==> src/rtl/arrb_pkg.sv <==
// ----------------------------------------------------------------------------
// arrb_pkg: shared types and constants of the autoscaling balancer
// Pool size, field widths, opcodes, register map and payload structs.
// ----------------------------------------------------------------------------
package arrb_pkg;

	localparam int NUM_SERVERS = 4;
	localparam int LOAD_WIDTH  = 16;

	// server index and active-count widths
	localparam int SW = (NUM_SERVERS > 1) ? $clog2(NUM_SERVERS) : 1;
	localparam int NW = $clog2(NUM_SERVERS + 1);

	localparam int CAP_W   = 16;
	localparam int PCT_W   = 7;
	localparam int TOTAL_W = 18;
	localparam int IDX_W   = 2;

	// shared multiplier: wide operand times a 7-bit factor
	localparam int AW = (LOAD_WIDTH > CAP_W + NW) ? LOAD_WIDTH : CAP_W + NW;
	localparam int PW = AW + PCT_W;
	localparam int DW = ((AW > TOTAL_W) ? AW : TOTAL_W) + 1;

	localparam logic [SW-1:0]         SRV_LAST  = SW'(NUM_SERVERS - 1);
	localparam logic [LOAD_WIDTH-1:0] LOAD_MAX  = '1;
	localparam logic [TOTAL_W-1:0]    TOTAL_MAX = '1;
	localparam logic [PCT_W-1:0]      PCT_SCALE = 7'd100;

	localparam logic [1:0] OP_ARRIVE = 2'd0;
	localparam logic [1:0] OP_CLOSE  = 2'd1;
	localparam logic [1:0] OP_TICK   = 2'd2;
	localparam logic [1:0] OP_NOP    = 2'd3;

	// APB register map, register i at byte address 4*i
	localparam int ADDR_W    = 4;
	localparam int DATA_W    = 32;
	localparam int REG_IDX_W = ADDR_W - 2;

	localparam logic [REG_IDX_W-1:0] REG_CAPACITY = 2'd0;
	localparam logic [REG_IDX_W-1:0] REG_HEADROOM = 2'd1;
	localparam logic [REG_IDX_W-1:0] REG_DOWN     = 2'd2;
	localparam logic [REG_IDX_W-1:0] REG_UP       = 2'd3;

	localparam logic [CAP_W-1:0] CAPACITY_RST = 16'd100;
	localparam logic [PCT_W-1:0] HEADROOM_RST = 7'd10;
	localparam logic [PCT_W-1:0] DOWN_RST     = 7'd15;
	localparam logic [PCT_W-1:0] UP_RST       = 7'd25;

	typedef struct packed {
		logic [1:0]       opcode;
		logic             connect_ok;
		logic [IDX_W-1:0] close_server;
	} req_t;

	typedef struct packed {
		logic               assigned_valid;
		logic [IDX_W-1:0]   assigned_server;
		logic               scaled_up;
		logic [IDX_W-1:0]   scaled_up_server;
		logic               scaled_down;
		logic [IDX_W-1:0]   removed_server;
		logic [IDX_W-1:0]   migration_target;
		logic [TOTAL_W-1:0] total_load;
	} rsp_t;

	typedef struct packed {
		logic [CAP_W-1:0] capacity;
		logic [PCT_W-1:0] headroom_percent;
		logic [PCT_W-1:0] down_percent;
		logic [PCT_W-1:0] up_percent;
	} cfg_t;

endpackage

==> src/rtl/autoscaling_round_robin_balancer_unit.sv <==
// ----------------------------------------------------------------------------
// autoscaling_round_robin_balancer_unit: round-robin balancer with autoscale
// Sequencer over one shared multiplier; per-server loads in one register file.
// ----------------------------------------------------------------------------
// An arrival takes k = 1..NUM_SERVERS round-robin probes; a tick with a single
// active server goes straight to the response. One transaction at a time: a
// new request is taken once the response is registered. Reset clears all
// loads, the total and the pointer, activates server zero only and restores
// the register defaults.
module autoscaling_round_robin_balancer_unit (
	input  logic                        clk,
	input  logic                        arst_n,
	input  logic                        req_valid,
	output logic                        req_stall,
	input  arrb_pkg::req_t              req,
	output logic                        rsp_valid,
	input  logic                        rsp_stall,
	output arrb_pkg::rsp_t              rsp,
	input  logic                        psel,
	input  logic                        penable,
	input  logic                        pwrite,
	input  logic [arrb_pkg::ADDR_W-1:0] paddr,
	input  logic [arrb_pkg::DATA_W-1:0] pwdata,
	output logic [arrb_pkg::DATA_W-1:0] prdata,
	output logic                        pready
);
	import arrb_pkg::*;

	localparam logic [3:0] S_IDLE     = 4'd0;
	localparam logic [3:0] S_ARR_M1   = 4'd1;
	localparam logic [3:0] S_ARR_M2   = 4'd2;
	localparam logic [3:0] S_ARR_M3   = 4'd3;
	localparam logic [3:0] S_ARR_DEC  = 4'd4;
	localparam logic [3:0] S_ARR_RR   = 4'd5;
	localparam logic [3:0] S_CLOSE    = 4'd6;
	localparam logic [3:0] S_TCK_LO   = 4'd7;
	localparam logic [3:0] S_TCK_HI   = 4'd8;
	localparam logic [3:0] S_TCK_CAND = 4'd9;
	localparam logic [3:0] S_TCK_CCHK = 4'd10;
	localparam logic [3:0] S_TCK_TGT  = 4'd11;
	localparam logic [3:0] S_TCK_TCHK = 4'd12;
	localparam logic [3:0] S_TCK_MIG  = 4'd13;
	localparam logic [3:0] S_TCK_CLR  = 4'd14;
	localparam logic [3:0] S_DONE     = 4'd15;

	logic [3:0]            state_q;
	req_t                  req_q;
	rsp_t                  res_q;
	rsp_t                  rsp_q;
	logic                  rsp_valid_q;

	logic [NUM_SERVERS-1:0] active_q;
	logic [LOAD_WIDTH-1:0]  load_q [NUM_SERVERS];
	logic [TOTAL_W-1:0]     total_q;
	logic [SW-1:0]          rr_q;

	logic [AW-1:0]          d_q;
	logic                   d_pos_q;
	logic [PW-1:0]          caph_q;
	logic [PW-1:0]          lo_q;
	logic [PW-1:0]          hi_q;
	logic [SW-1:0]          idx_q;
	logic [SW-1:0]          cnt_q;
	logic [SW-1:0]          i_q;
	logic [SW-1:0]          j_q;
	logic [SW-1:0]          tgt_q;
	logic                   tgt_found_q;
	logic [LOAD_WIDTH-1:0]  cand_q;
	logic [LOAD_WIDTH-1:0]  jl_q;
	logic [AW-1:0]          best_q;

	cfg_t                   cfg;
	logic [AW-1:0]          mul_a;
	logic [PCT_W-1:0]       mul_b;
	logic [PW-1:0]          prod;

	logic [SW-1:0]          rd_addr;
	logic [LOAD_WIDTH-1:0]  rd_data;
	logic                   wr_en;
	logic [LOAD_WIDTH-1:0]  wr_data;
	logic [LOAD_WIDTH:0]    mig_sum;

	logic [NW-1:0]          n_active;
	logic                   free_found;
	logic [SW-1:0]          free_idx;
	logic                   cs_in_range;
	logic [SW-1:0]          cs_idx;
	logic [DW-1:0]          d_full;
	logic                   d_pos;
	logic                   scale;
	logic                   tgt_ok;

	arrb_regs u_regs (
		.clk     (clk),
		.arst_n  (arst_n),
		.psel    (psel),
		.penable (penable),
		.pwrite  (pwrite),
		.paddr   (paddr),
		.pwdata  (pwdata),
		.prdata  (prdata),
		.pready  (pready),
		.cfg     (cfg)
	);

	arrb_mul u_mul (
		.clk  (clk),
		.a    (mul_a),
		.b    (mul_b),
		.prod (prod)
	);

	assign req_stall = (state_q != S_IDLE);
	assign rsp_valid = rsp_valid_q;
	assign rsp       = rsp_q;

	assign n_active    = NW'($countones(active_q));
	assign cs_in_range = (32'(req_q.close_server) < NUM_SERVERS);
	assign cs_idx      = SW'(req_q.close_server);

	// slack = capacity*active - total; scale up when it is not positive or
	// when floor(capacity*headroom/100) >= slack, i.e. capacity*headroom >= 100*slack
	assign d_full = DW'(prod) - DW'(total_q);
	assign d_pos  = !d_full[DW-1] && (d_full != '0);
	assign scale  = !d_pos_q || (caph_q >= prod);

	assign tgt_ok = (j_q != i_q) && active_q[j_q] && (prod >= lo_q) && (prod < hi_q)
	              && (AW'(jl_q) < best_q);

	always_comb begin
		free_found = 1'b0;
		free_idx   = '0;
		for (int k = NUM_SERVERS - 1; k >= 0; k--) begin
			if (!active_q[k]) begin
				free_found = 1'b1;
				free_idx   = SW'(k);
			end
		end
	end

	always_comb begin
		unique case (state_q)
			S_ARR_RR:                 rd_addr = idx_q;
			S_CLOSE:                  rd_addr = cs_idx;
			S_TCK_TGT:                rd_addr = j_q;
			S_TCK_MIG:                rd_addr = tgt_q;
			default:                  rd_addr = i_q;
		endcase
	end

	assign rd_data = load_q[rd_addr];
	assign mig_sum = {1'b0, rd_data} + {1'b0, cand_q};

	always_comb begin
		wr_en   = 1'b0;
		wr_data = rd_data;
		unique case (state_q)
			S_ARR_RR: begin
				wr_en   = active_q[idx_q] && req_q.connect_ok && (rd_data != LOAD_MAX);
				wr_data = rd_data + 1'b1;
			end
			S_CLOSE: begin
				wr_en   = cs_in_range && (rd_data != '0);
				wr_data = rd_data - 1'b1;
			end
			S_TCK_MIG: begin
				wr_en   = tgt_found_q;
				wr_data = mig_sum[LOAD_WIDTH] ? LOAD_MAX : mig_sum[LOAD_WIDTH-1:0];
			end
			S_TCK_CLR: begin
				wr_en   = 1'b1;
				wr_data = '0;
			end
			default: begin
				wr_en   = 1'b0;
				wr_data = rd_data;
			end
		endcase
	end

	always_comb begin
		unique case (state_q)
			S_ARR_M1: begin
				mul_a = AW'(cfg.capacity);
				mul_b = PCT_W'(n_active);
			end
			S_ARR_M2: begin
				mul_a = AW'(cfg.capacity);
				mul_b = cfg.headroom_percent;
			end
			S_ARR_M3: begin
				mul_a = d_q;
				mul_b = PCT_SCALE;
			end
			S_TCK_LO: begin
				mul_a = AW'(cfg.capacity);
				mul_b = cfg.down_percent;
			end
			S_TCK_HI: begin
				mul_a = AW'(cfg.capacity);
				mul_b = cfg.up_percent;
			end
			S_TCK_CAND, S_TCK_TGT: begin
				mul_a = AW'(rd_data);
				mul_b = PCT_SCALE;
			end
			default: begin
				mul_a = '0;
				mul_b = '0;
			end
		endcase
	end

	always_ff @(posedge clk or negedge arst_n) begin
		if (!arst_n) begin
			for (int k = 0; k < NUM_SERVERS; k++) begin
				load_q[k] <= '0;
			end
		end else if (wr_en) begin
			load_q[rd_addr] <= wr_data;
		end
	end

	always_ff @(posedge clk or negedge arst_n) begin
		if (!arst_n) begin
			state_q     <= S_IDLE;
			active_q    <= NUM_SERVERS'(1);
			total_q     <= '0;
			rr_q        <= '0;
			rsp_valid_q <= 1'b0;
			rsp_q       <= '0;
			req_q       <= '0;
			res_q       <= '0;
			d_q         <= '0;
			d_pos_q     <= 1'b0;
			caph_q      <= '0;
			lo_q        <= '0;
			hi_q        <= '0;
			idx_q       <= '0;
			cnt_q       <= '0;
			i_q         <= '0;
			j_q         <= '0;
			tgt_q       <= '0;
			tgt_found_q <= 1'b0;
			cand_q      <= '0;
			jl_q        <= '0;
			best_q      <= '0;
		end else begin
			if (rsp_valid_q && !rsp_stall && (state_q != S_DONE)) begin
				rsp_valid_q <= 1'b0;
			end
			unique case (state_q)
				S_IDLE: begin
					if (req_valid) begin
						req_q <= req;
						res_q <= '0;
						i_q   <= '0;
						unique case (req.opcode)
							OP_ARRIVE: state_q <= S_ARR_M1;
							OP_CLOSE:  state_q <= S_CLOSE;
							OP_TICK:   state_q <= (n_active > NW'(1)) ? S_TCK_LO : S_DONE;
							OP_NOP:    state_q <= S_DONE;
						endcase
					end
				end
				S_ARR_M1: begin
					state_q <= S_ARR_M2;
				end
				S_ARR_M2: begin
					d_q     <= AW'(d_full);
					d_pos_q <= d_pos;
					state_q <= S_ARR_M3;
				end
				S_ARR_M3: begin
					caph_q  <= prod;
					state_q <= S_ARR_DEC;
				end
				S_ARR_DEC: begin
					cnt_q <= '0;
					if (scale && free_found) begin
						active_q[free_idx]     <= 1'b1;
						rr_q                   <= '0;
						idx_q                  <= '0;
						res_q.scaled_up        <= 1'b1;
						res_q.scaled_up_server <= IDX_W'(free_idx);
					end else begin
						idx_q <= rr_q;
					end
					state_q <= S_ARR_RR;
				end
				S_ARR_RR: begin
					if (active_q[idx_q]) begin
						rr_q                  <= (idx_q == SRV_LAST) ? '0 : idx_q + 1'b1;
						res_q.assigned_valid  <= 1'b1;
						res_q.assigned_server <= IDX_W'(idx_q);
						if (req_q.connect_ok && (total_q != TOTAL_MAX)) begin
							total_q <= total_q + 1'b1;
						end
						state_q <= S_DONE;
					end else if (cnt_q == SRV_LAST) begin
						state_q <= S_DONE;
					end else begin
						idx_q <= (idx_q == SRV_LAST) ? '0 : idx_q + 1'b1;
						cnt_q <= cnt_q + 1'b1;
					end
				end
				S_CLOSE: begin
					if (cs_in_range && (total_q != '0)) begin
						total_q <= total_q - 1'b1;
					end
					state_q <= S_DONE;
				end
				S_TCK_LO: begin
					state_q <= S_TCK_HI;
				end
				S_TCK_HI: begin
					lo_q    <= prod;
					state_q <= S_TCK_CAND;
				end
				S_TCK_CAND: begin
					// first visit comes straight from the upper-bound multiply
					if (i_q == '0) begin
						hi_q <= prod;
					end
					cand_q  <= rd_data;
					state_q <= S_TCK_CCHK;
				end
				S_TCK_CCHK: begin
					if (active_q[i_q] && (prod < lo_q)) begin
						j_q         <= '0;
						best_q      <= AW'(cfg.capacity);
						tgt_found_q <= 1'b0;
						state_q     <= S_TCK_TGT;
					end else if (i_q == SRV_LAST) begin
						state_q <= S_DONE;
					end else begin
						i_q     <= i_q + 1'b1;
						state_q <= S_TCK_CAND;
					end
				end
				S_TCK_TGT: begin
					jl_q    <= rd_data;
					state_q <= S_TCK_TCHK;
				end
				S_TCK_TCHK: begin
					if (tgt_ok) begin
						best_q      <= AW'(jl_q);
						tgt_q       <= j_q;
						tgt_found_q <= 1'b1;
					end
					if (j_q == SRV_LAST) begin
						state_q <= S_TCK_MIG;
					end else begin
						j_q     <= j_q + 1'b1;
						state_q <= S_TCK_TGT;
					end
				end
				S_TCK_MIG: begin
					if (tgt_found_q) begin
						state_q <= S_TCK_CLR;
					end else if (i_q == SRV_LAST) begin
						state_q <= S_DONE;
					end else begin
						i_q     <= i_q + 1'b1;
						state_q <= S_TCK_CAND;
					end
				end
				S_TCK_CLR: begin
					active_q[i_q]          <= 1'b0;
					res_q.scaled_down      <= 1'b1;
					res_q.removed_server   <= IDX_W'(i_q);
					res_q.migration_target <= IDX_W'(tgt_q);
					state_q                <= S_DONE;
				end
				S_DONE: begin
					// hold until the output register is free
					if (!rsp_valid_q || !rsp_stall) begin
						rsp_q       <= {res_q[$bits(rsp_t)-1:TOTAL_W], total_q};
						rsp_valid_q <= 1'b1;
						state_q     <= S_IDLE;
					end
				end
				default: begin
					state_q <= S_IDLE;
				end
			endcase
		end
	end

endmodule

==> src/rtl/arrb_mul.sv <==
// ----------------------------------------------------------------------------
// arrb_mul: shared multiplier of the balancer
// Wide operand times a 7-bit factor, product registered.
// ----------------------------------------------------------------------------
module arrb_mul (
	input  logic                     clk,
	input  logic [arrb_pkg::AW-1:0]    a,
	input  logic [arrb_pkg::PCT_W-1:0] b,
	output logic [arrb_pkg::PW-1:0]    prod
);
	import arrb_pkg::*;

	always_ff @(posedge clk) begin
		prod <= PW'(a) * PW'(b);
	end

endmodule

==> src/rtl/arrb_regs.sv <==
// ----------------------------------------------------------------------------
// arrb_regs: configuration registers of the balancer
// APB-style write and read of capacity and the three percent thresholds.
// ----------------------------------------------------------------------------
module arrb_regs (
	input  logic                        clk,
	input  logic                        arst_n,
	input  logic                        psel,
	input  logic                        penable,
	input  logic                        pwrite,
	input  logic [arrb_pkg::ADDR_W-1:0] paddr,
	input  logic [arrb_pkg::DATA_W-1:0] pwdata,
	output logic [arrb_pkg::DATA_W-1:0] prdata,
	output logic                        pready,
	output arrb_pkg::cfg_t              cfg
);
	import arrb_pkg::*;

	logic [REG_IDX_W-1:0] reg_idx;
	logic                 wr_en;
	cfg_t                 cfg_q;

	assign reg_idx = paddr[ADDR_W-1:2];
	assign wr_en   = psel && penable && pwrite;
	assign pready  = 1'b1;
	assign cfg     = cfg_q;

	always_ff @(posedge clk or negedge arst_n) begin
		if (!arst_n) begin
			cfg_q.capacity         <= CAPACITY_RST;
			cfg_q.headroom_percent <= HEADROOM_RST;
			cfg_q.down_percent     <= DOWN_RST;
			cfg_q.up_percent       <= UP_RST;
		end else if (wr_en) begin
			unique case (reg_idx)
				REG_CAPACITY: cfg_q.capacity         <= pwdata[CAP_W-1:0];
				REG_HEADROOM: cfg_q.headroom_percent <= pwdata[PCT_W-1:0];
				REG_DOWN:     cfg_q.down_percent     <= pwdata[PCT_W-1:0];
				REG_UP:       cfg_q.up_percent       <= pwdata[PCT_W-1:0];
			endcase
		end
	end

	always_comb begin
		unique case (reg_idx)
			REG_CAPACITY: prdata = DATA_W'(cfg_q.capacity);
			REG_HEADROOM: prdata = DATA_W'(cfg_q.headroom_percent);
			REG_DOWN:     prdata = DATA_W'(cfg_q.down_percent);
			REG_UP:       prdata = DATA_W'(cfg_q.up_percent);
		endcase
	end

endmodule

==> config.mk <==
export PLATFORM = sky130hd
export DESIGN_NAME = autoscaling_round_robin_balancer_unit
export DESIGN_NICKNAME = d
export VERILOG_FILES = /design/src/rtl/arrb_pkg.sv /design/src/rtl/autoscaling_round_robin_balancer_unit.sv /design/src/rtl/arrb_mul.sv /design/src/rtl/arrb_regs.sv
export SDC_FILE = /design/constraint.sdc
export NUM_CORES = 1
export LEC_CHECK = 0
export BUFFER_PORTS_ARGS = -buffer_cell sky130_fd_sc_hd__clkbuf_2
export CAP_MARGIN = 25
export CORE_MARGIN = 4
export CORE_UTILIZATION = 25
export CTS_CLUSTER_SIZE = 12
export DETAILED_ROUTE_END_ITERATION = 12
export HOLD_SLACK_MARGIN = 0.15
export PLACE_DENSITY = 0.42
export SYNTH_ARGS = -nofsm -noshare
export SYNTH_HDL_FRONTEND = slang
export SYNTH_SLANG_ARGS = --single-unit
export TNS_END_PERCENT = 20
==> constraint.sdc <==
create_clock -name clk -period 8.2 [get_ports clk]
set_input_delay 0.41 -clock clk [delete_from_list [all_inputs] [get_ports clk]]
set_output_delay 0.41 -clock clk [all_outputs]
set_load 0.01 [all_outputs]
# == Yosys cells after proc, flatten, opt, wreduce, memory -nomap -nowiden ==
# Index checks and enable logic that the tools add are counted.
# Widths: inputs -> output; s select.
# word_totals
ff_bits,359
input_bits,48
word_cells,263
output_inout_bits,64
# op_classes
n_addsub,13
mux,81
n_eq_ne,43
reduce_logical,62
n_bitwise,4
n_lt_le_gt_ge,14
mul,1
# ops
operator,count
$pmux 32 s4,1
$bwmux 64,1
$mux 16,4
$pmux 16 s4,1
$pmux 4 s15,1
$pmux 19 s3,1
$mux 18,3
$ge 26x26->1,2
$lt 26x26->1,2
$mux 19,2
$pmux 19 s2,1
$pmux 18 s2,1
$pmux 7 s5,1
$mux 2,17
$bmux 16 s2,1
$demux 16 s2,1
$eq 4x4->1 const B,8
$mux 29,1
$mux 4,7
$mul 19x7->26,1
$ne 2x2->1 const B,13
$reduce_and 2->1,11
$reduce_bool 20->1,1
$sub 20x18->20,1
56 further kinds,135

# == Depth between registers and ports, before layout ==
# Gate-level depths: netlist of the first run.
# depth
ltp_word,11
mapped_depth,32
mapped_depth_nobuf,27

# == Modules after synthesis ==
# Synthesis of the first run repeated with hierarchy kept, for this count alone.
# hier_totals
hier_cells,2700
area_unflattened_um2,25594.5
# modules_own_cells
mod,seq_area_each_um2,area_each_um2,instances,cells_per_inst
autoscaling_round_robin_balancer_unit,7333.3,19087.1,1,2073
arrb_mul,520.5,4620.7,1,506
arrb_regs,940.9,1886.8,1,121

# == Least setup slack after synthesis of the first run ==
# OpenSTA, ideal clock, no wires.
# synth_timing
path_kind,reg-to-reg
start,register state_q[3]
end,register u_mul.prod[25] (netlist bit)
n_path_buf,5
period_less_slack_ps,7559
required_ps,8128
setup_time_ps,72
arrival_time_ps,7487
path_stages_with_launch,32
slack_ps,641
path_cell_list,dfrtp_1 buf_6 nand4bb_1 and3_4 o31ai_2 buf_6 buf_6 buf_2 buf_2 mux2i_1 mux2_2 inv_1 a222oi_1 nor2_1 fa_1 fa_1 fa_1 inv_1 fa_1 inv_1 ha_1 a21o_1 a21o_1 o2bb2ai_1 a311o_1 a31oi_1 a211oi_1 a41o_1 o21ai_0 nand2b_1 a21oi_1 xnor2_1
# synth_between
elab_chain_cells,8
elab_cells_between_ends,21
# synth_lines
element,line,text
start: declaration,autoscaling_round_robin_balancer_unit.sv:46,logic [3:0] state_q;
start signal: assignment,autoscaling_round_robin_balancer_unit.sv:261,OP_TICK: state_q <= (n_active > NW'(1)) ? S_TCK_LO : S_DONE;
$eq 4x4->1 / $eq 4x3->1 (equally long branches),autoscaling_round_robin_balancer_unit.sv:142,unique case (state_q)
$pmux 2 s4 (*),autoscaling_round_robin_balancer_unit.sv:142,
$not 2->3 (implied by the code) (*),autoscaling_round_robin_balancer_unit.sv:151,assign rd_data = load_q[rd_addr];
$bmux 16 s2 (*),autoscaling_round_robin_balancer_unit.sv:151,
$mux 16 (implied by the code) (*) (2 in series),autoscaling_round_robin_balancer_unit.sv:151,
named net rd_data[5],autoscaling_round_robin_balancer_unit.sv:78,logic [LOAD_WIDTH-1:0] rd_data;
$pmux 19 s3 (*),autoscaling_round_robin_balancer_unit.sv:182,unique case (state_q)
$mul 19x7->26 (*),arrb_mul.sv:14,prod <= PW'(a) * PW'(b);
end signal: assignment,arrb_mul.sv:14,
end: declaration,arrb_mul.sv:9,output logic [arrb_pkg::PW-1:0] prod
# Mark *: on every way through the listed nets, which the timed path passes. The rest lies on a longest branch. The select of a mux whose other input is x is not followed.
# A chain may end at the register's enable or synchronous reset.

# == Final worst setup path of the first run ==
# layout_timing
start,register state_q[3]
end,register u_mul.prod[24] (netlist bit)
# The elaborated chain is that of the path after synthesis.

==> impl_metrics.env, run 1 <==
export IMPL_synth_seq_area_share_pct=35.8
export IMPL_die_area_mm2=0.103
export IMPL_required_ps=8690
export IMPL_grt_pass1_wl_um=118000
export IMPL_worst_setup_path_start_kind="flop"
export IMPL_fin_tns_setup_ps=0
export IMPL_cts_root_buf="clkbuf_16"
export IMPL_drt_pass1_iterations=7
export IMPL_vias_per_cell=4.79
export IMPL_start_util_pct=25.3
export IMPL_power_leakage_nw=13.4
export IMPL_hp_start="pwdata[0]"
export IMPL_max_cap_violations=0
export IMPL_critPathKind="flop to flop"
export IMPL_grt_usage_pct=14.5
export IMPL_core_area_mm2=0.0971
export IMPL_syn_avg_cell_area_um2=9.74
export IMPL_grt_antenna_before_repair=3
export IMPL_wl_um=74500
export IMPL_wl_per_cell_um=18.8
export IMPL_critical_path_max_stage_delay_ps=550
export IMPL_rows=114
export IMPL_synthSimpleGateAreaFrac_pct=13.9
export IMPL_async_flop_share_pct=92.7
export IMPL_grt_pass1_vias=19700
export IMPL_peakVddDrop_uv=128
export IMPL_relSlewSlack_pct=31.8
export IMPL_hold_violations=0
export IMPL_holdWs_ps=179
export IMPL_clk_pin_slew_ps=60
export IMPL_synth_compound_area_share_pct=13.0
export IMPL_slew_violations=0
export IMPL_dp_cells=3861
export IMPL_nets=2975
export IMPL_synth_distinct_cells=86
export IMPL_synth_seq_cells=356
export IMPL_netlist_instances=2521
export IMPL_endpoint_kind="flop"
export IMPL_synthAdderAreaFrac_pct=16.5
export IMPL_status="completed"
export IMPL_vias=19000
export IMPL_setup_viol=0
export IMPL_cp_common_cell="fa_1"
export IMPL_dpl_hpwl_um=57200
export IMPL_drt_iter0_markers=1083
export IMPL_worstPathMaxFanout=25
export IMPL_cp_slowest_cell="fa_1"
export IMPL_synth_edf_count=0
export IMPL_ys_warn_count=0
export IMPL_area_delta_synth_final_pct=16.2
export IMPL_drc=0
export IMPL_die_h_um=321
export IMPL_overflow=0
export IMPL_numClockSinks=356
export IMPL_worst_slew_pin_slew_ps=1020
export IMPL_layout_drive_gt1_share_pct=17.5
export IMPL_post_layout_nonfiller_instances=3968
export IMPL_antenna_left=0
export IMPL_p_per_area_mw_per_mm2=368
export IMPL_grt_max_degree=141
export IMPL_worst_hold_path_type="input pin to flop"
export IMPL_r2r_start="state_q[3]$_DFFE_PN0P_"
export IMPL_crit_start="state_q[3]$_DFFE_PN0P_"
export IMPL_worst_ep_arrival_time_ps=8200
export IMPL_cts_buffer_depth=3
export IMPL_clock_latency_ps=570
export IMPL_cts_buffers=45
export IMPL_max_freq_mhz=130
export IMPL_period_needed_ps=7700
export IMPL_totalPowerFinal_mw=10.5
export IMPL_htreeDepth=2
export IMPL_skew_ps=14.1
export IMPL_io_pin_count=112
export IMPL_synth_top_family_by_area="adder cells"
export IMPL_synthXorXnorAreaFrac_pct=2.71
export IMPL_fp_dieW_um=321
export IMPL_cts_tree="built"
export IMPL_period_share_pct=93.9
export IMPL_numPortBuffers=76
export IMPL_synth_area_mm2=0.0246
export IMPL_finalWeightedCongestion=0.853
export IMPL_rsz0062_at_grt="no"
export IMPL_synthMuxAreaShare_pct=12.3
export IMPL_synthFlopType="dfrtp_1"
==> metal layers <==
metal	vias to the layer above	part of all wire (%)	GRT usage, %
met1	9493	46	19.8
li1	9008	-	-
met2	411	47	24.4
met4	0	2.2	3.65
met5	-	0	0
met3	91	4.3	1.94
==> what timing repair did <==
action / in CTS / in global routing
hold endpoints to repair: 137 / 0
resized for setup: 0 / 3
setup endpoints to repair: 0 / 2
hold buffers: 19 / 0
setup buffers: 0 / 2
==> worst max-delay path: cells and delay by family, from the launching register on <==
family | cells | cell delay, ps
adder cells (fa/ha/maj) | 5 | 2420
AO/OA/AOI/OAI | 10 | 2320
multiplexers | 2 | 440
XOR/XNOR | 1 | 130
AND/OR/NAND/NOR | 4 | 950
buffers and inverters | 6 | 880
flip-flops | 1 | 450
==> Yosys cell counts, types with 17 or more instances <==
cell / n / area (um2)
fa_1: 87 / 1740
nand3_1: 30 / 150
buf_4: 20 / 150
xnor2_1: 58 / 508
mux2i_1: 76 / 761
nand4_1: 23 / 144
xor2_1: 18 / 158
inv_1: 219 / 822
nor2_1: 181 / 679
o21ai_0: 205 / 1030
a21oi_1: 100 / 500
nand2_1: 239 / 897
nand2b_1: 33 / 206
nor2b_1: 26 / 163
a21o_1: 42 / 315
and2_1: 19 / 119
mux2_2: 151 / 1700
or2_2: 33 / 206
nor3_1: 46 / 230
and3_1: 17 / 106
dfrtp_1: 317 / 7930
clkbuf_1: 79 / 297
ha_1: 184 / 2300
mux4_2: 17 / 383
o21a_1: 24 / 180
dfxtp_1: 26 / 521
==> cell usage in the layout (no fill, tap or decap), types with 76 or more instances in the layout <==
master   count
ha_1       184
fa_1        87
nor2_1     178
o21ai_0    205
inv_1      219
dfrtp_1    317
a21oi_1    100
mux2_2     151
mux2i_1     76
nand2_1    239
==> kinds of logic (layout without fill, tap and decap cells) <==
group / Yosys count / count (layout)
AOI/OAI and AO/OA: 510 / 510
xor gates and xnor gates: 76 / 76
adders and majority gates: 271 / 271
buffers and inverters: 341 / 484
DFF: 356 / 356
muxes: 257 / 257
other: 2 / 30
and+or+nand+nor: 708 / 708
==> report_power, final <==
| part | internal, mW | total, mW | switching (mW) |
|---|---|---|---|
| Combinational | 2.34 | 5.63 | 3.29 |
| Clock | 1.24 | 2.06 | 0.814 |
| Sequential | 2.32 | 2.82 | 0.494 |
| Total | 5.91 | 10.5 | 4.59 |
==> cell type report <==
class	instances	area, um2
Tap cell	1276	1600
Inverter	224	846
Fill cell	10100	68600
Timing Repair Buffer	178	1310
Sequential cell	356	8790
Multi-Input combinational cell	1851	14500
Clock buffer	62	1310
Clock inverter	20	219
Antenna cell	1	2.50
==> through the flow <==
stage          area (um2)  utilization (%)  setup WS, ps
2_1_floorplan       24700                -           641
3_3_place_gp        26700             27.5           326
6_report            28600             29.4           497
4_1_cts             28500             29.3           285
3_5_place_dp        26700             27.5           327
5_1_grt             28600             29.4          11.2
==> flip-flops by register name, indices dropped and copies added (netlist names), 11 cells and up <==
register / flops
caph_q: 26
u_regs.cfg: 37
best_q: 16
hi_q: 26
total_q: 18
jl_q: 16
u_mul.prod: 26
lo_q: 26
load_q: 64
res_q: 11
cand_q: 16
d_q: 19
rsp: 29
==> path summary, 6_finish.rpt <==
kind,endpoint,slack (ps),depth (start not counted)
setup / recovery,u_mul.prod[24]$_DFF_P_,500,28
hold / removal,u_regs.cfg[21]$_DFFE_PN0P_,180,2
setup reg to reg,u_mul.prod[24]$_DFF_P_,500,28
hold reg to reg,hi_q[2]$_DFFE_PN0P_,470,2
max in group asynchronous,hi_q[1]$_DFFE_PN0P_,6250,3
min in group asynchronous,u_regs.cfg[35]$_DFFE_PN0P_,530,2
Power figures use the tool's default switching activity.
==> run 2, diff against run 1 <==
Settings changed: SYNTH_HIERARCHICAL set to 1.
==> impl_metrics.env, run 2 <==
export IMPL_clock_latency_ps=600
export IMPL_dpl_hpwl_um=61900
export IMPL_peakVddDrop_uv=177
export IMPL_cts_buffers=44
export IMPL_cts_root_buf="clkbuf_16"
export IMPL_synth_top_area_share_pct=31.0
export IMPL_grt_usage_pct=15.2
export IMPL_htreeDepth=2
export IMPL_slew_violations=0
export IMPL_rows=117
export IMPL_required_ps=8690
export IMPL_synth_distinct_cells=100
export IMPL_drt_iter0_markers=1469
export IMPL_sw_frac_of_total_pct=47.5
export IMPL_ys_warn_count=6
export IMPL_synth_seq_area_share_pct=34.4
export IMPL_post_cts_buffers=0
export IMPL_cp_slowest_cell="o21ai_0"
export IMPL_cts_buffer_depth=3
export IMPL_netlist_top_cells_area="dfrtp_1 (31%), ha_1 (9.3%), fa_1 (6.8%), nand2_1 (4.7%), o21ai_0 (4.6%)"
export IMPL_synth_edf_count=0
export IMPL_setup_viol=0
export IMPL_vias_per_cell=4.75
export IMPL_finalWeightedCongestion=0.866
export IMPL_worstPathMaxFanout=41
export IMPL_io_pin_count=112
export IMPL_totalPowerFinal_mw=11.0
export IMPL_yosysTopAreaCell="dfrtp_1"
export IMPL_hold_violations=0
export IMPL_max_freq_mhz=131
export IMPL_grt_max_degree=107
export IMPL_fin_tns_setup_ps=0
export IMPL_drt_pass1_iterations=6
export IMPL_final_common_cell="nand2_1"
export IMPL_period_share_pct=92.9
export IMPL_worst_slew_pin_slew_ps=969
export IMPL_period_needed_ps=7610
export IMPL_endpoint_kind="flop"
export IMPL_p_int_mw=5.80
export IMPL_p_comb_share_pct=56.5
export IMPL_fin_ws_ps=585
export IMPL_grt_pass1_wl_um=127000
export IMPL_overflow=0
export IMPL_synth_area_mm2=0.0256
export IMPL_status="completed"
export IMPL_power_share_clock_pct=18.2
export IMPL_numClockSinks=356
export IMPL_synth_seq_cells=356
export IMPL_crit_buf_inv=4
export IMPL_relSlewSlack_pct=35.3
export IMPL_synth_commonest_cells="nand2_1 (323), dfrtp_1 (317), inv_1 (247)"
export IMPL_area_delta_synth_final_pct=15.1
export IMPL_p_switching_mw=5.24
export IMPL_grt_pass1_vias=20100
export IMPL_power_leakage_nw=13.7
export IMPL_fp_dieW_um=328
export IMPL_worst_setup_path_start_kind="flop"
export IMPL_die_h_um=328
export IMPL_numPortBuffers=76
export IMPL_seq_power_share_pct=25.3
export IMPL_synthFlopType="dfrtp_1"
export IMPL_worst_hold_path_type="input pin to flop"
export IMPL_cp_common_cell="fa_1"
export IMPL_max_cap_violations=0
export IMPL_path_cells="nand4bb_2 -> and3_1 -> o31ai_4 -> buf_4 -> o21ai_0 -> buf_4 -> o21ai_0 -> and2_1 -> fa_1 -> fa_1 -> fa_1 -> inv_1 -> fa_1 -> inv_1 -> ha_1 -> a21oi_1 -> o21ai_1 -> a2111oi_4 -> o41ai_1 -> a31oi_1 -> xnor2_1"
export IMPL_yosysMostFrequentCell="nand2_1"
export IMPL_wl_um=81400
export IMPL_start_util_pct=25.2
export IMPL_cts_tree="built"
export IMPL_wl_per_cell_um=19.3
export IMPL_async_flop_share_pct=92.7
export IMPL_mostFrequentLayoutCells="nand2_1 (322), dfrtp_1 (317), inv_1 (247)"
export IMPL_largest_reg_flops=64
export IMPL_p_per_area_mw_per_mm2=375
export IMPL_worst_ep_arrival_time_ps=8110
export IMPL_die_area_mm2=0.108
export IMPL_antenna_left=0
export IMPL_grt_antenna_before_repair=3
export IMPL_place_ws_ps=641
export IMPL_clk_pin_slew_ps=60
export IMPL_netlist_instances=2700
export IMPL_fin_area_mm2=0.0295
export IMPL_skew_ps=29.1
export IMPL_critPathTopFamily="compound AO/OA/AOI/OAI gates"
export IMPL_place_area_mm2=0.0277
export IMPL_vias=20000
export IMPL_r2r_setup_slack_ps=590
export IMPL_regMostFlops="load_q"
export IMPL_rsz0062_at_grt="no"
export IMPL_critPathKind="flop to flop"
export IMPL_syn_avg_cell_area_um2=9.48
export IMPL_drc=0
export IMPL_layout_drive_gt1_share_pct=13.6
export IMPL_core_area_mm2=0.102
export IMPL_critical_path_max_stage_delay_ps=650
export IMPL_nets=3134
-- run 2: final timing paths --
kind | from | end | cells after the start
worst max-delay path | state_q[0]$_DFFE_PN0P_ | u_mul/prod[22]$_DFF_P_ | 21
worst min-delay path | req[4] | state_q[0]$_DFFE_PN0P_ | 3
worst max register to register | state_q[0]$_DFFE_PN0P_ | u_mul/prod[22]$_DFF_P_ | 21
worst min register to register | res_q[22]$_DFFE_PN0P_ | res_q[22]$_DFFE_PN0P_ | 1
max in group asynchronous | arst_n | jl_q[8]$_DFFE_PN0N_ | 3
min in group asynchronous | arst_n | hi_q[6]$_DFFE_PN0P_ | 2
-- run 2: final cells by class --
cell class | count | area (um2)
diodes | 1 | 2.50
multi-input cells | 1982 | 15300
clock buffers | 66 | 1360
flip-flops and latches | 356 | 8790
fillers | 10800 | 72300
well taps | 1368 | 1710
inverters | 249 | 935
repair buffers | 175 | 1210
clock inverters | 16 | 128
-- run 2: per-stage QoR --
stage                     utilization, %  hold slack (ps)  cells
after floorplan                        -              114   2715
after global placement              27.2              460   4104
final                               28.9              197   4213
after global routing                28.9              211   4212
after detailed placement            27.2              466   4106
after CTS                           28.9              164   4210
-- run 2: power by group through the flow --
stage	logic (mW)	clock network [mW]	registers [mW]
global route	7.01	2.15	2.86
finish	6.24	2.00	2.80
CTS	6.29	2.08	2.80
floorplan	4.26	0	2.59
global placement	6.24	0	2.83
detailed placement	6.25	0	2.83
-- run 2: worst reg2reg max path: stages (launching register included) --
cell and delay, ps:
dfrtp_1 490, nand4bb_2 330, and3_1 350, o31ai_4 370, buf_4 510, o21ai_0 320
buf_4 240, o21ai_0 650, and2_1 250, fa_1 430, fa_1 490, fa_1 540
inv_1 50, fa_1 530, inv_1 40, ha_1 350, a21oi_1 290, o21ai_1 190
a2111oi_4 560, o41ai_1 170, a31oi_1 220, xnor2_1 140
-- run 2: metal layers --
metal  up-vias  share of wire (%)  global-route usage, %
met5         -                  0                      0
met4         0                2.2                   3.61
met3        70                3.7                   1.77
met2       346                 45                   23.8
met1      9943                 50                   22.2
li1       9645                  -                      -
-- run 2: repair_timing --
item / in CTS / in global routing
hold buffers: 22 / 0
resized for setup: 0 / 0
hold endpoints to repair: 145 / 0
-- run 2: cells by family (layout without fill, tap and decap cells) --
| logic type | count (synthesis) | count (layout) | synth area share [%] |
|---|---|---|---|
| compound gates | 602 | 602 | 15.4 |
| xor+xnor | 82 | 82 | 2.81 |
| fa+ha+maj | 279 | 279 | 16.2 |
| buf+inv | 377 | 506 | 6.22 |
| flops | 356 | 356 | 34.4 |
| mux | 219 | 219 | 10.0 |
| other cells | 2 | 18 | 0.0293 |
| simple gates | 783 | 783 | 14.9 |
==> run 3, diff against run 2 <==
--- a/config.mk
+++ b/config.mk
@@ -7,2 +7,3 @@
 export LEC_CHECK = 0
+export ABC_AREA = 1
 export BUFFER_PORTS_ARGS = -buffer_cell sky130_fd_sc_hd__clkbuf_2
--- a/constraint.sdc
+++ b/constraint.sdc
@@ -3,2 +3,2 @@
 set_output_delay 0.41 -clock clk [all_outputs]
-set_load 0.01 [all_outputs]
+set_load 0.005 [all_outputs]
==> impl_metrics.env, run 3 <==
export IMPL_status="completed"
export IMPL_worstPathMaxFanout=38
export IMPL_io_pin_count=112
export IMPL_synth_commonest_cells="nand2_1 (1137), inv_1 (561), dfrtp_1 (317)"
export IMPL_crit_start="state_q[1]$_DFFE_PN0P_"
export IMPL_seq_power_share_pct=24.8
export IMPL_mostFrequentLayoutCells="nand2_1 (1136), inv_1 (561), dfrtp_1 (317)"
export IMPL_vias_per_cell=4.45
export IMPL_power_leakage_nw=15.7
export IMPL_peakVddDrop_uv=151
export IMPL_ctsHoldBuffers=22
export IMPL_sw_frac_of_total_pct=49.4
export IMPL_grt_antenna_before_repair=0
export IMPL_ys_warn_count=6
export IMPL_die_area_mm2=0.109
export IMPL_fin_area_mm2=0.0296
export IMPL_cp_common_cell="nand2_1"
export IMPL_max_freq_mhz=138
export IMPL_layout_drive_gt1_share_pct=7.75
export IMPL_synth_seq_area_share_pct=34.0
export IMPL_diodes=0
export IMPL_nets=3922
export IMPL_worst_setup_path_start_kind="flop"
export IMPL_largest_reg_flops=64
export IMPL_vias=22200
export IMPL_start_util_pct=25.3
export IMPL_period_share_pct=88.7
export IMPL_synth_top_area_share_pct=30.6
export IMPL_cp_slowest_cell="fa_1"
export IMPL_htreeDepth=2
export IMPL_r2r_end="u_mul/prod[21]$_DFF_P_"
export IMPL_relSlewSlack_pct=23.5
export IMPL_setup_viol=0
export IMPL_cts_buffers=45
export IMPL_fp_dieW_um=330
export IMPL_multi_input_area_mm2=0.0144
export IMPL_r2r_setup_slack_ps=930
export IMPL_clock_latency_ps=590
export IMPL_netlist_instances=3512
export IMPL_fillers=11300
export IMPL_ctsResizeCount=0
export IMPL_syn_avg_cell_area_um2=7.38
export IMPL_cp_endpoint="u_mul/prod[21]$_DFF_P_"
export IMPL_p_comb_share_pct=55.8
export IMPL_regMostFlops="load_q"
export IMPL_synth_area_mm2=0.0259
export IMPL_critPathKind="flop to flop"
export IMPL_wl_per_cell_um=16.7
export IMPL_synthFlopType="dfrtp_1"
export IMPL_die_h_um=330
export IMPL_period_needed_ps=7270
export IMPL_async_flop_share_pct=92.7
export IMPL_dp_cells=4890
export IMPL_post_layout_nonfiller_instances=4994
export IMPL_fin_util_pct=28.9
export IMPL_dpl_hpwl_um=64900
export IMPL_critical_path_max_stage_delay_ps=540
export IMPL_fin_tns_setup_ps=0
export IMPL_yosysMostFrequentCell="nand2_1"
export IMPL_synth_distinct_cells=69
export IMPL_rows=117
export IMPL_final_common_cell="nand2_1"
export IMPL_power_share_clock_pct=19.4
export IMPL_wl_um=83400
export IMPL_fin_ws_ps=929
export IMPL_hold_violations=0
export IMPL_synth_seq_cells=356
export IMPL_grt_pass1_wl_um=131000
export IMPL_max_cap_violations=0
export IMPL_worst_hold_path_type="input pin to flop"
export IMPL_grt_use_met1_pct=22.5
export IMPL_skew_ps=25.7
export IMPL_cts_buffer_depth=3
export IMPL_netlist_top_cells_area="dfrtp_1 (31%), nand2_1 (16%), ha_1 (9.2%), inv_1 (8.1%), fa_1 (6.7%)"
export IMPL_required_ps=8640
export IMPL_drt_iter0_markers=1427
export IMPL_gr_usage_met3_pct=1.87
export IMPL_area_delta_synth_final_pct=14.1
export IMPL_numClockSinks=356
export IMPL_slew_violations=0
export IMPL_yosysTopAreaCell="dfrtp_1"
export IMPL_cts_root_buf="clkbuf_16"
export IMPL_overflow=0
export IMPL_drt_pass1_iterations=7
export IMPL_totalPowerFinal_mw=11.0
export IMPL_core_area_mm2=0.102
export IMPL_place_ws_ps=892
export IMPL_clk_pin_slew_ps=60
export IMPL_synth_edf_count=0
export IMPL_grtUsageMet2_pct=24.7
export IMPL_p_per_area_mw_per_mm2=371
export IMPL_grt_max_degree=151
export IMPL_grt_pass1_vias=22100
export IMPL_busiest_layer="met2"
export IMPL_worst_ep_arrival_time_ps=7710
export IMPL_holdWs_ps=220
export IMPL_antenna_left=0
export IMPL_cts_tree="built"
export IMPL_p_int_mw=5.55
export IMPL_finalWeightedCongestion=0.891
export IMPL_grt_usage_pct=15.4
export IMPL_worst_slew_pin_slew_ps=1150
export IMPL_p_switching_mw=5.42
export IMPL_r2r_cells=33
export IMPL_rsz0062_at_grt="no"
export IMPL_drc=0
export IMPL_endpoint_kind="flop"
export IMPL_place_area_mm2=0.0277
export IMPL_seq_area_mm2=0.00879
export IMPL_numPortBuffers=76
export IMPL_post_cts_buffers=0
export IMPL_r2r_start="state_q[1]$_DFFE_PN0P_"
## run 3: changes by cell type in the layout (fill, tap and decap cells not counted), sizes merged, moves of 29 or more
cell and delta:
inv +328, nand2 +840, a21o -54, mux2 -148, buf -46, xnor2 -40, o21ai +29, a21oi +43
and2 -104, nand3 +71, nor2 +107, mux2i -59
## run 3: cell type report
cell class | count | area share [%]
Clock buffer | 62 | 4.44
Clock inverter | 15 | 0.787
Inverter | 580 | 7.42
Multi-Input combinational cell | 2484 | 48.8
Sequential cell | 356 | 29.7
Tap cell | 1368 | 5.79
Timing Repair Buffer | 129 | 2.99
## run 3: how the worst min path moves through the flow
stage               startpoint  cells past startpoint  slack [ps]                 endpoint
CTS                     req[4]                      3         160   state_q[3]$_DFFE_PN0P_
finish                  req[4]                      3         220   state_q[3]$_DFFE_PN0P_
floorplan               arst_n                      0         110  active_q[1]$_DFFE_PN0P_
global route            req[4]                      3         210   state_q[3]$_DFFE_PN0P_
detailed placement      arst_n                      1         450      rsp[28]$_DFFE_PN0P_
global placement        arst_n                      1         460      rsp[28]$_DFFE_PN0P_
## run 3: routing by layer
metal  wire length (um)  part of all wire, %
met5                  0                    0
met4               1420                  1.7
met3               3070                  3.7
met2              37300                   45
met1              41700                   50
## run 3: power by group through the flow
stage,registers [mW],logic (mW),clock network (mW)
6_report,2.72,6.12,2.13
5_1_grt,2.79,7.00,2.27
4_1_cts,2.72,6.19,2.20
3_5_place_dp,2.75,6.14,0
3_3_place_gp,2.75,6.14,0
2_1_floorplan,2.60,4.21,0
## run 3: cells by family after synthesis
family / Yosys count / synth area share [%]
AOI/OAI and AO/OA: 539 / 11.6
xor gates and xnor gates: 58 / 1.96
adders and majority gates: 278 / 15.9
buffers and inverters: 687 / 10.6
DFF: 356 / 34.0
muxes: 2 / 0.0869
other: 2 / 0.0290
and+or+nand+nor: 1590 / 25.8
## run 3: critical path: cells and delay by family, from the launching register on
family,cells,cell delay [ps]
compound gates,1,510
flops,1,420
buf+inv,10,1280
simple gates,17,2450
fa+ha+maj,5,2430
